$ cat src/sv/fbst_pkg.sv
`default_nettype none

package fbst_pkg;

    // Text slots of one value, lowest slot is sent first
    localparam int unsigned SLOTS   = 13;
    localparam int unsigned QDEPTH  = 4;
    localparam int unsigned QPTR_W  = $clog2(QDEPTH);
    localparam int unsigned QCNT_W  = $clog2(QDEPTH + 1);

    localparam logic [1:0] FRAC_DIGITS_RESET = 2'd3;

    // Slot positions of a finite value
    localparam int unsigned SLOT_SIGN  = 0;
    localparam int unsigned SLOT_LEAD  = 1;
    localparam int unsigned SLOT_POINT = 2;
    localparam int unsigned SLOT_FRAC0 = 3;
    localparam int unsigned SLOT_FRAC1 = 4;
    localparam int unsigned SLOT_FRAC2 = 5;
    localparam int unsigned SLOT_X     = 6;
    localparam int unsigned SLOT_TWO   = 7;
    localparam int unsigned SLOT_CARET = 8;
    localparam int unsigned SLOT_ESIGN = 9;
    localparam int unsigned SLOT_EHUN  = 10;
    localparam int unsigned SLOT_ETEN  = 11;
    localparam int unsigned SLOT_EONE  = 12;

    typedef logic [7:0] char_t;

    // ASCII codes
    localparam char_t CH_MINUS = 8'h2d;
    localparam char_t CH_POINT = 8'h2e;
    localparam char_t CH_ZERO  = 8'h30;
    localparam char_t CH_ONE   = 8'h31;
    localparam char_t CH_TWO   = 8'h32;
    localparam char_t CH_CARET = 8'h5e;
    localparam char_t CH_X     = 8'h78;
    localparam char_t CH_UP_N  = 8'h4e;
    localparam char_t CH_LO_A  = 8'h61;
    localparam char_t CH_UP_I  = 8'h49;
    localparam char_t CH_LO_N  = 8'h6e;
    localparam char_t CH_LO_F  = 8'h66;

    // One formatted value: a character per slot and which slots are sent
    typedef struct packed {
        logic [SLOTS-1:0]  mask;
        char_t [SLOTS-1:0] chars;
    } desc_t;

endpackage

`default_nettype wire

$ cat src/sv/float_to_binary_sci_text.sv
// Path: an input value passes the front stage register, the queue, then the output character register.
// Throughput: one character per cycle while m_tready is high; a value prints 3 to 13 characters,
//   which all leave through the single output character register.
// A four-entry queue lets the input side take further values while text is being sent.
// Reset (aresetn low, synchronous): clears all valid state and sets fraction_digits to 3.
`default_nettype none

module float_to_binary_sci_text (
    input  wire logic        aclk,
    input  wire logic        aresetn,
    input  wire logic        s_tvalid,
    output logic             s_tready,
    input  wire logic [31:0] s_tdata,    // [31:0] float_bits
    output logic             m_tvalid,
    input  wire logic        m_tready,
    output logic [7:0]       m_tdata,    // [7:0] character
    output logic             m_tlast,
    input  wire logic        cfg_valid,
    output logic             cfg_ready,
    input  wire logic [1:0]  cfg_data    // fraction_digits
);
    import fbst_pkg::*;

    logic [1:0] frac_digits_reg;
    logic       f_valid, f_ready;
    desc_t      f_desc;
    logic       q_valid, q_ready;
    desc_t      q_desc;

    // Hold the configuration register
    assign cfg_ready = 1'b1;

    always_ff @(posedge aclk) begin
        if (!aresetn) begin
            frac_digits_reg <= FRAC_DIGITS_RESET;
        end else if (cfg_valid && cfg_ready) begin
            frac_digits_reg <= cfg_data;
        end
    end

    fbst_front u_front (
        .aclk        (aclk),
        .aresetn     (aresetn),
        .s_tvalid    (s_tvalid),
        .s_tready    (s_tready),
        .s_tdata     (s_tdata),
        .frac_digits (frac_digits_reg),
        .out_valid   (f_valid),
        .out_ready   (f_ready),
        .out_desc    (f_desc)
    );

    fbst_queue u_queue (
        .aclk      (aclk),
        .aresetn   (aresetn),
        .in_valid  (f_valid),
        .in_ready  (f_ready),
        .in_desc   (f_desc),
        .out_valid (q_valid),
        .out_ready (q_ready),
        .out_desc  (q_desc)
    );

    fbst_back u_back (
        .aclk     (aclk),
        .aresetn  (aresetn),
        .in_valid (q_valid),
        .in_ready (q_ready),
        .in_desc  (q_desc),
        .m_tvalid (m_tvalid),
        .m_tready (m_tready),
        .m_tdata  (m_tdata),
        .m_tlast  (m_tlast)
    );

endmodule

`default_nettype wire

$ cat src/sv/fbst_front.sv
`default_nettype none

module fbst_front (
    input  wire logic           aclk,
    input  wire logic           aresetn,
    input  wire logic           s_tvalid,
    output logic                s_tready,
    input  wire logic [31:0]    s_tdata,
    input  wire logic [1:0]     frac_digits,
    output logic                out_valid,
    input  wire logic           out_ready,
    output fbst_pkg::desc_t     out_desc
);
    import fbst_pkg::*;

    typedef struct packed {
        logic [3:0] hund;
        logic [3:0] tens;
        logic [3:0] ones;
    } dec_t;

    function automatic logic [9:0] pow10(input logic [1:0] d);
        logic [9:0] p;
        unique case (d)
            2'd0: p = 10'd1;
            2'd1: p = 10'd10;
            2'd2: p = 10'd100;
            default: p = 10'd1000;
        endcase
        return p;
    endfunction

    // Split a value below 1000 into decimal digits
    function automatic dec_t split_dec(input logic [9:0] val);
        dec_t r;
        logic [6:0] rem;
        r = '0;
        for (int k = 1; k < 10; k++) begin
            if (val >= 10'(k * 100)) r.hund = 4'(k);
        end
        rem = 7'(val - 10'(r.hund) * 10'd100);
        for (int k = 1; k < 10; k++) begin
            if (rem >= 7'(k * 10)) r.tens = 4'(k);
        end
        r.ones = 4'(rem - 7'(r.tens) * 7'd10);
        return r;
    endfunction

    function automatic char_t dig(input logic [3:0] v);
        return CH_ZERO + {4'b0, v};
    endfunction

    logic        s1_valid_reg, s1_valid_next;
    logic        s1_sign_reg;
    logic [7:0]  s1_bexp_reg;
    logic        s1_mant_nz_reg;
    logic [9:0]  s1_v_reg;
    logic [1:0]  s1_d_reg;

    logic [18:0] prod;
    logic        carry, denormal, is_nan, is_zero, is_inf;
    logic [8:0]  ev;
    logic        eneg;
    logic [7:0]  eabs;
    dec_t        vd, ed;
    logic [3:0]  fh, ft, fo;
    desc_t       desc;

    // Scaled and rounded fraction: (m9 * 10^d + 256) / 512
    always_comb begin
        prod = 19'(s_tdata[22:14]) * 19'(pow10(frac_digits)) + 19'd256;
    end

    assign s_tready      = !s1_valid_reg || out_ready;
    assign s1_valid_next = s_tready ? s_tvalid : s1_valid_reg;

    always_ff @(posedge aclk) begin
        if (!aresetn) begin
            s1_valid_reg <= 1'b0;
        end else begin
            s1_valid_reg <= s1_valid_next;
        end
    end

    // Capture the beat's fields
    always_ff @(posedge aclk) begin
        if (s_tvalid && s_tready) begin
            s1_sign_reg    <= s_tdata[31];
            s1_bexp_reg    <= s_tdata[30:23];
            s1_mant_nz_reg <= (s_tdata[22:0] != 23'd0);
            s1_v_reg       <= prod[18:9];
            s1_d_reg       <= frac_digits;
        end
    end

    // Classify and split into digits
    always_comb begin
        denormal = (s1_bexp_reg == 8'd0);
        is_nan   = (s1_bexp_reg == 8'hff) && s1_mant_nz_reg;
        is_zero  = denormal && !s1_mant_nz_reg;
        is_inf   = (s1_bexp_reg == 8'hff) && !s1_mant_nz_reg;
        carry    = (s1_d_reg != 2'd0) && (s1_v_reg == pow10(s1_d_reg));
        vd       = split_dec(s1_v_reg);
        fh       = carry ? 4'd0 : vd.hund;
        ft       = carry ? 4'd0 : vd.tens;
        fo       = carry ? 4'd0 : vd.ones;
        ev       = {1'b0, s1_bexp_reg} + {8'b0, carry};
        eneg     = denormal || (ev < 9'd127);
        if (denormal) begin
            eabs = 8'd126;
        end else if (ev < 9'd127) begin
            eabs = 8'(9'd127 - ev);
        end else begin
            eabs = 8'(ev - 9'd127);
        end
        ed = split_dec({2'b0, eabs});
    end

    // Fill the text slots
    always_comb begin
        desc = '0;
        priority if (is_nan) begin
            desc.chars[0] = CH_UP_N;
            desc.chars[1] = CH_LO_A;
            desc.chars[2] = CH_UP_N;
            desc.mask[2:0] = 3'b111;
        end else if (is_zero) begin
            desc.chars[0] = CH_ZERO;
            desc.chars[1] = CH_POINT;
            desc.chars[2] = CH_ZERO;
            desc.mask[2:0] = 3'b111;
        end else if (is_inf) begin
            if (s1_sign_reg) begin
                desc.chars[0] = CH_MINUS;
                desc.chars[1] = CH_UP_I;
                desc.chars[2] = CH_LO_N;
                desc.chars[3] = CH_LO_F;
                desc.mask[3:0] = 4'b1111;
            end else begin
                desc.chars[0] = CH_UP_I;
                desc.chars[1] = CH_LO_N;
                desc.chars[2] = CH_LO_F;
                desc.mask[2:0] = 3'b111;
            end
        end else begin
            desc.chars[SLOT_SIGN]  = CH_MINUS;
            desc.mask[SLOT_SIGN]   = s1_sign_reg;
            desc.chars[SLOT_LEAD]  = (denormal && !carry) ? CH_ZERO : CH_ONE;
            desc.mask[SLOT_LEAD]   = 1'b1;
            desc.chars[SLOT_POINT] = CH_POINT;
            desc.mask[SLOT_POINT]  = 1'b1;
            unique case (s1_d_reg)
                2'd3: begin
                    desc.chars[SLOT_FRAC0] = dig(fh);
                    desc.chars[SLOT_FRAC1] = dig(ft);
                    desc.chars[SLOT_FRAC2] = dig(fo);
                    desc.mask[SLOT_FRAC0]  = 1'b1;
                    desc.mask[SLOT_FRAC1]  = 1'b1;
                    desc.mask[SLOT_FRAC2]  = 1'b1;
                end
                2'd2: begin
                    desc.chars[SLOT_FRAC0] = dig(ft);
                    desc.chars[SLOT_FRAC1] = dig(fo);
                    desc.mask[SLOT_FRAC0]  = 1'b1;
                    desc.mask[SLOT_FRAC1]  = 1'b1;
                end
                2'd1: begin
                    desc.chars[SLOT_FRAC0] = dig(fo);
                    desc.mask[SLOT_FRAC0]  = 1'b1;
                end
                default: begin
                end
            endcase
            desc.chars[SLOT_X]     = CH_X;
            desc.chars[SLOT_TWO]   = CH_TWO;
            desc.chars[SLOT_CARET] = CH_CARET;
            desc.mask[SLOT_X]      = 1'b1;
            desc.mask[SLOT_TWO]    = 1'b1;
            desc.mask[SLOT_CARET]  = 1'b1;
            desc.chars[SLOT_ESIGN] = CH_MINUS;
            desc.mask[SLOT_ESIGN]  = eneg;
            desc.chars[SLOT_EHUN]  = dig(ed.hund);
            desc.mask[SLOT_EHUN]   = (eabs >= 8'd100);
            desc.chars[SLOT_ETEN]  = dig(ed.tens);
            desc.mask[SLOT_ETEN]   = (eabs >= 8'd10);
            desc.chars[SLOT_EONE]  = dig(ed.ones);
            desc.mask[SLOT_EONE]   = 1'b1;
        end
    end

    assign out_valid = s1_valid_reg;
    assign out_desc  = desc;

endmodule

`default_nettype wire

$ cat src/sv/fbst_queue.sv
`default_nettype none

module fbst_queue (
    input  wire logic             aclk,
    input  wire logic             aresetn,
    input  wire logic             in_valid,
    output logic                  in_ready,
    input  wire fbst_pkg::desc_t  in_desc,
    output logic                  out_valid,
    input  wire logic             out_ready,
    output fbst_pkg::desc_t       out_desc
);
    import fbst_pkg::*;

    desc_t             mem_reg [QDEPTH];
    logic [QPTR_W-1:0] wr_ptr_reg, wr_ptr_next;
    logic [QPTR_W-1:0] rd_ptr_reg, rd_ptr_next;
    logic [QCNT_W-1:0] count_reg, count_next;
    logic              push, pop;

    assign in_ready  = (count_reg != QCNT_W'(QDEPTH));
    assign out_valid = (count_reg != '0);
    assign out_desc  = mem_reg[rd_ptr_reg];
    assign push      = in_valid && in_ready;
    assign pop       = out_valid && out_ready;

    // Advance pointers with wrap, track fill level
    always_comb begin
        wr_ptr_next = wr_ptr_reg;
        rd_ptr_next = rd_ptr_reg;
        if (push) begin
            wr_ptr_next = (wr_ptr_reg == QPTR_W'(QDEPTH - 1)) ? '0 : wr_ptr_reg + 1'b1;
        end
        if (pop) begin
            rd_ptr_next = (rd_ptr_reg == QPTR_W'(QDEPTH - 1)) ? '0 : rd_ptr_reg + 1'b1;
        end
        count_next = count_reg + QCNT_W'(push) - QCNT_W'(pop);
    end

    always_ff @(posedge aclk) begin
        if (!aresetn) begin
            wr_ptr_reg <= '0;
            rd_ptr_reg <= '0;
            count_reg  <= '0;
        end else begin
            wr_ptr_reg <= wr_ptr_next;
            rd_ptr_reg <= rd_ptr_next;
            count_reg  <= count_next;
        end
    end

    // Store the pushed entry
    always_ff @(posedge aclk) begin
        if (push) begin
            mem_reg[wr_ptr_reg] <= in_desc;
        end
    end

    a_count_range: assert property (@(posedge aclk) disable iff (!aresetn)
        count_reg <= QCNT_W'(QDEPTH))
        else $error("queue fill level out of range");

    a_push_only_grows: assert property (@(posedge aclk) disable iff (!aresetn)
        (push && !pop) |=> (count_reg == $past(count_reg) + 1'b1))
        else $error("queue push lost");

    a_ptr_gap: assert property (@(posedge aclk) disable iff (!aresetn)
        (count_reg == '0) |-> (wr_ptr_reg == rd_ptr_reg))
        else $error("queue pointers disagree with empty state");

endmodule

`default_nettype wire

$ cat src/sv/fbst_back.sv
`default_nettype none

module fbst_back (
    input  wire logic             aclk,
    input  wire logic             aresetn,
    input  wire logic             in_valid,
    output logic                  in_ready,
    input  wire fbst_pkg::desc_t  in_desc,
    output logic                  m_tvalid,
    input  wire logic             m_tready,
    output logic [7:0]            m_tdata,
    output logic                  m_tlast
);
    import fbst_pkg::*;

    logic             busy_reg, busy_next;
    logic [SLOTS-1:0] rem_reg, rem_next;
    logic             out_valid_reg, out_valid_next;
    char_t            out_char_reg;
    logic             out_last_reg;

    logic [SLOTS-1:0] cur_mask, low, rest;
    logic             out_free, emit;
    char_t            ch;

    // Pick the lowest slot still to send
    assign cur_mask = busy_reg ? rem_reg : in_desc.mask;
    assign low      = cur_mask & (~cur_mask + 1'b1);
    assign rest     = cur_mask & ~low;
    assign out_free = !out_valid_reg || m_tready;
    assign emit     = in_valid && out_free;
    assign in_ready = emit && (rest == '0);

    always_comb begin
        ch = '0;
        for (int i = 0; i < SLOTS; i++) begin
            ch = ch | (low[i] ? in_desc.chars[i] : '0);
        end
    end

    // Drop sent slots, release the entry when its last character is loaded
    always_comb begin
        busy_next      = busy_reg;
        rem_next       = rem_reg;
        out_valid_next = out_free ? 1'b0 : out_valid_reg;
        if (emit) begin
            busy_next      = (rest != '0);
            rem_next       = rest;
            out_valid_next = 1'b1;
        end
    end

    always_ff @(posedge aclk) begin
        if (!aresetn) begin
            busy_reg      <= 1'b0;
            out_valid_reg <= 1'b0;
        end else begin
            busy_reg      <= busy_next;
            out_valid_reg <= out_valid_next;
        end
    end

    always_ff @(posedge aclk) begin
        rem_reg <= rem_next;
        if (emit) begin
            out_char_reg <= ch;
            out_last_reg <= (rest == '0);
        end
    end

    assign m_tvalid = out_valid_reg;
    assign m_tdata  = out_char_reg;
    assign m_tlast  = out_last_reg;

    a_entry_not_empty: assert property (@(posedge aclk) disable iff (!aresetn)
        in_valid |-> (cur_mask != '0))
        else $error("queued value has no characters");

    a_one_slot: assert property (@(posedge aclk) disable iff (!aresetn)
        emit |-> $onehot(low))
        else $error("more than one slot selected");

    a_busy_holds_entry: assert property (@(posedge aclk) disable iff (!aresetn)
        busy_reg |-> in_valid)
        else $error("entry vanished in the middle of its text");

endmodule

`default_nettype wire

$ cat config.mk
export PLATFORM = sky130hd
export DESIGN_NAME = float_to_binary_sci_text
export DESIGN_NICKNAME = d
export VERILOG_FILES = /design/src/sv/fbst_pkg.sv /design/src/sv/float_to_binary_sci_text.sv /design/src/sv/fbst_front.sv /design/src/sv/fbst_queue.sv /design/src/sv/fbst_back.sv
export SDC_FILE = /design/constraint.sdc
export NUM_CORES = 1
export LEC_CHECK = 0
export BUFFER_PORTS_ARGS = -buffer_cell sky130_fd_sc_hd__buf_2
export CAP_MARGIN = 25
export CORE_ASPECT_RATIO = 0.5
export CORE_MARGIN = 2
export CORE_UTILIZATION = 45
export CTS_BUF_LIST = sky130_fd_sc_hd__clkbuf_4 sky130_fd_sc_hd__clkbuf_8
export CTS_CLUSTER_DIAMETER = 30
export DETAILED_ROUTE_END_ITERATION = 6
export PLACE_DENSITY_LB_ADDON = 0.3
export REMOVE_ABC_BUFFERS = 1
export SYNTH_ARGS = -nofsm -noshare
export SYNTH_HDL_FRONTEND = slang
export SYNTH_HIERARCHICAL = 1
export SYNTH_SLANG_ARGS = --single-unit
export TNS_END_PERCENT = 30
$ cat constraint.sdc
create_clock -name aclk -period 7.35 [get_ports aclk]
set_input_delay 1.47 -clock aclk [delete_from_list [all_inputs] [get_ports aclk]]
set_output_delay 1.47 -clock aclk [all_outputs]
set_load 0.02 [all_outputs]
==> impl_metrics.toml <==
[status]
status = "completed"

[routing]
wire_per_inst_um = 19.49
drt_first_pass_iters = 5
totalWireLength_mm = 48.82
drt_iter0_drc = 978
ant_nets = 0
viasPerCell = 5.422
drc = 0
vias = 13580

[cts]
path_clk_slew_ps = 60
cts_buffer_depth = 3
cts_sinks = 525
cts-root-buf = "clkbuf_8"
cts_tree = "done"
htreeDepth = 3
numCtsBuffers = 85
clkLatencyLatePin_ps = 660

[power_and_ir_drop]
combPwrFrac_pct = 33.0
p_sw_share_pct = 32.10
leakagePower_nw = 9.878
p_switching_mw = 3.115
p_int_mw = 6.590
vdd_drop_max_mv = 0.4134
powerDensity_nw_per_um2 = 345.6
clkPwrFrac_pct = 26.5
sequentialPowerShare_pct = 40.6

[sta]
fin_skew_ps = 27.02
setup_viol = 0
tns_ps = 0
period_needed_ps = 6850
fmax_mhz = 146.0
worst_slew_pin_slew_ps = 993.3
slew_viol_final = 0
period_share_pct = 93.20
slew_headroom_pct = 33.78
hold_viol = 0

[grt]
grt_usage_pct = 17.06
grt-ovfl-total = 0
antenna_found_initial = 2
grt_pass1_wl_mm = 77.12
grt_max_degree = 80
grt_pass1_vias = 13840

[synthesis]
ys_warn_count = 6
synth_xor_xnor_area_share_pct = 1.226
syn_avg_cell_area_um2 = 15.80
netlist_instances = 1615
synthAdderAreaFrac_pct = 7.994
synth_edf_count = 511
synth_compound_area_share_pct = 6.023
synth_top_family_by_area = "multiplexers"
ys_seq_area_share_pct = 61.25
synth_seq_cells = 525
synthMuxAreaShare_pct = 11.42
synth.distinct_cells = 97
synthSimpleGateAreaFrac_pct = 6.793
ys.flop_type = "edfxtp_1"
synthesis.area_um2 = 25510
async_reset_ff_share_pct = 0

[critical_path]
crit_top_cell = "ha_1"
worstSetupStartpointType = "register"
critPathKind = "register to register"
critPathTopFamily = "compound AO/OA/AOI/OAI gates"
critPathCaptureType = "register"
critical_path_buf_inv_count = 5
slowest_delay_ps = 480
crit_required_ps = 7740
crit_path_top_delay_cell = "o41a_4"
path_max_fanout = 22
worstPathArrival_ps = 7240

[finish]
n_fill_cell = 4620
largest_reg_flops = 468
stdcell_area_um2 = 28080
nets = 1853
layout_commonest_cell = "edfxtp_1"
drive_gt1_share_pct = 22.54
most-common-layout-cells = "edfxtp_1, inv_1, mux4_2"
syn_to_final_growth_pct = 10.08

[floorplanning]
io_pins = 51
core_um2 = 55790
die_w_um = 340.7
start_util_pct = 45.73
fp-row-count = 61
dieHeight_um = 172.4
die_area_um2 = 58730

[run]
drv_cap = 0

[placed_design]
numPortBuffers = 49
dpl_cell_area_um2 = 26170
post-dp-hpwl_mm = 30.82
gp_congestion = 0.8472

[min_path]
min_path_type = "register to register"
[power by group through the flow]
| stage | combinational [mW] | sequential [mW] | clock [mW] |
|---|---|---|---|
| floorplan | 2.37 | 4.00 | 0 |
| global placement | 3.09 | 4.00 | 0 |
| detailed placement | 3.14 | 4.01 | 0 |
| CTS | 3.16 | 3.95 | 2.63 |
| global route | 3.62 | 3.96 | 2.76 |
| finish | 3.20 | 3.94 | 2.57 |
[through the flow]
| stage | power, mW | std cells | setup slack (ps) | util [%] | hold slack, ps |
|---|---|---|---|---|---|
| 2_1_floorplan | 6.368 | 1510 | -1314 | - | 467.7 |
| 3_3_place_gp | 7.088 | 2340 | 492.9 | 46.86 | 481.4 |
| 3_5_place_dp | 7.145 | 2341 | 248.1 | 46.91 | 499.6 |
| 4_1_cts | 9.739 | 2492 | 206.1 | 50.04 | 508.2 |
| 5_1_grt | 10.34 | 2504 | -1.745 | 50.33 | 531.4 |
| 6_report | 9.705 | 2505 | 499.8 | 50.34 | 499.2 |
[path summary, 6_finish.rpt]
path	end	from	cells after the start	slack, ps
setup / recovery	u_queue/mem_reg[1][99]$_DFFE_PP_	u_front/s1_d_reg[0]$_DFFE_PP_	30	500
hold / removal	u_queue/wr_ptr_reg[1]$_SDFFE_PN0P_	u_queue/wr_ptr_reg[1]$_SDFFE_PN0P_	2	500
setup reg to reg	u_queue/mem_reg[1][99]$_DFFE_PP_	u_front/s1_d_reg[0]$_DFFE_PP_	30	500
hold reg to reg	u_queue/wr_ptr_reg[1]$_SDFFE_PN0P_	u_queue/wr_ptr_reg[1]$_SDFFE_PN0P_	2	500
[metal layers]
layer,up-vias,track usage (%),share of wire [%]
li1,6277,-,-
met1,6898,23.26,45
met2,336,27.78,48
met3,68,3.705,5.7
met4,2,4.999,1.8
met5,-,0,0.027
[synth_stat cells, drive strengths merged, types with 9 or more instances]
| master | n | area [um^2] |
|---|---|---|
| a211oi | 10 | 75.07 |
| a21oi | 30 | 150.1 |
| a221oi | 19 | 172.7 |
| a22oi | 29 | 222.7 |
| a31oi | 10 | 62.56 |
| and2 | 41 | 259.0 |
| and3 | 26 | 172.7 |
| buf | 109 | 785.8 |
| clkbuf | 29 | 108.9 |
| dfxtp | 14 | 280.3 |
| edfxtp | 511 | 15340 |
| fa | 51 | 1021 |
| ha | 79 | 988.5 |
| inv | 119 | 446.7 |
| mux2 | 9 | 105.1 |
| mux2i | 16 | 172.7 |
| mux4 | 117 | 2635 |
| nand2 | 64 | 240.2 |
| nand2b | 15 | 93.84 |
| nand3 | 19 | 112.6 |
| nor2 | 72 | 280.3 |
| nor2b | 14 | 87.58 |
| nor3 | 17 | 95.09 |
| nor4 | 13 | 81.33 |
| o211ai | 12 | 90.09 |
| o21ai | 17 | 88.83 |
| or3 | 10 | 63.81 |
| xnor2 | 23 | 216.5 |
| xor2 | 11 | 96.34 |
[logic make-up after synthesis]
group                    after synthesis
adder cells (fa/ha/maj)              133
XOR/XNOR                              34
AND/OR/NAND/NOR                      319
flip-flops                           525
multiplexers                         142
buffers and inverters                257
AO/OA/AOI/OAI                        202
other                                  3
[worst reg2reg max path, delay by kind of cell, from the launching register on]
kind / cells / cell delay, ps
and+or+nand+nor: 7 / 1140
AOI/OAI and AO/OA: 9 / 2260
DFF: 1 / 400
muxes: 1 / 340
xor gates and xnor gates: 2 / 430
buffers and inverters: 5 / 500
adders and majority gates: 6 / 1550
[layout make-up]
type                       count  area (um^2)  area share, %
antenna                        1        2.502       0.008911
clock buffer                 112         1385          4.932
clock inverter                39        362.8          1.292
inverter                     119        446.7          1.591
multi-input combinational    866         8717          31.04
sequential                   525        15630          55.66
tap                          756        945.9          3.368
timing repair buffer          87        590.6          2.103
[what timing repair did]
item                       in CTS  in global routing
setup endpoints to repair       0                  8
setup buffers                   0                 10
gates resized for setup         0                  6
hold buffers                    0                  0
No activity file was read; power rests on OpenSTA's default activity.
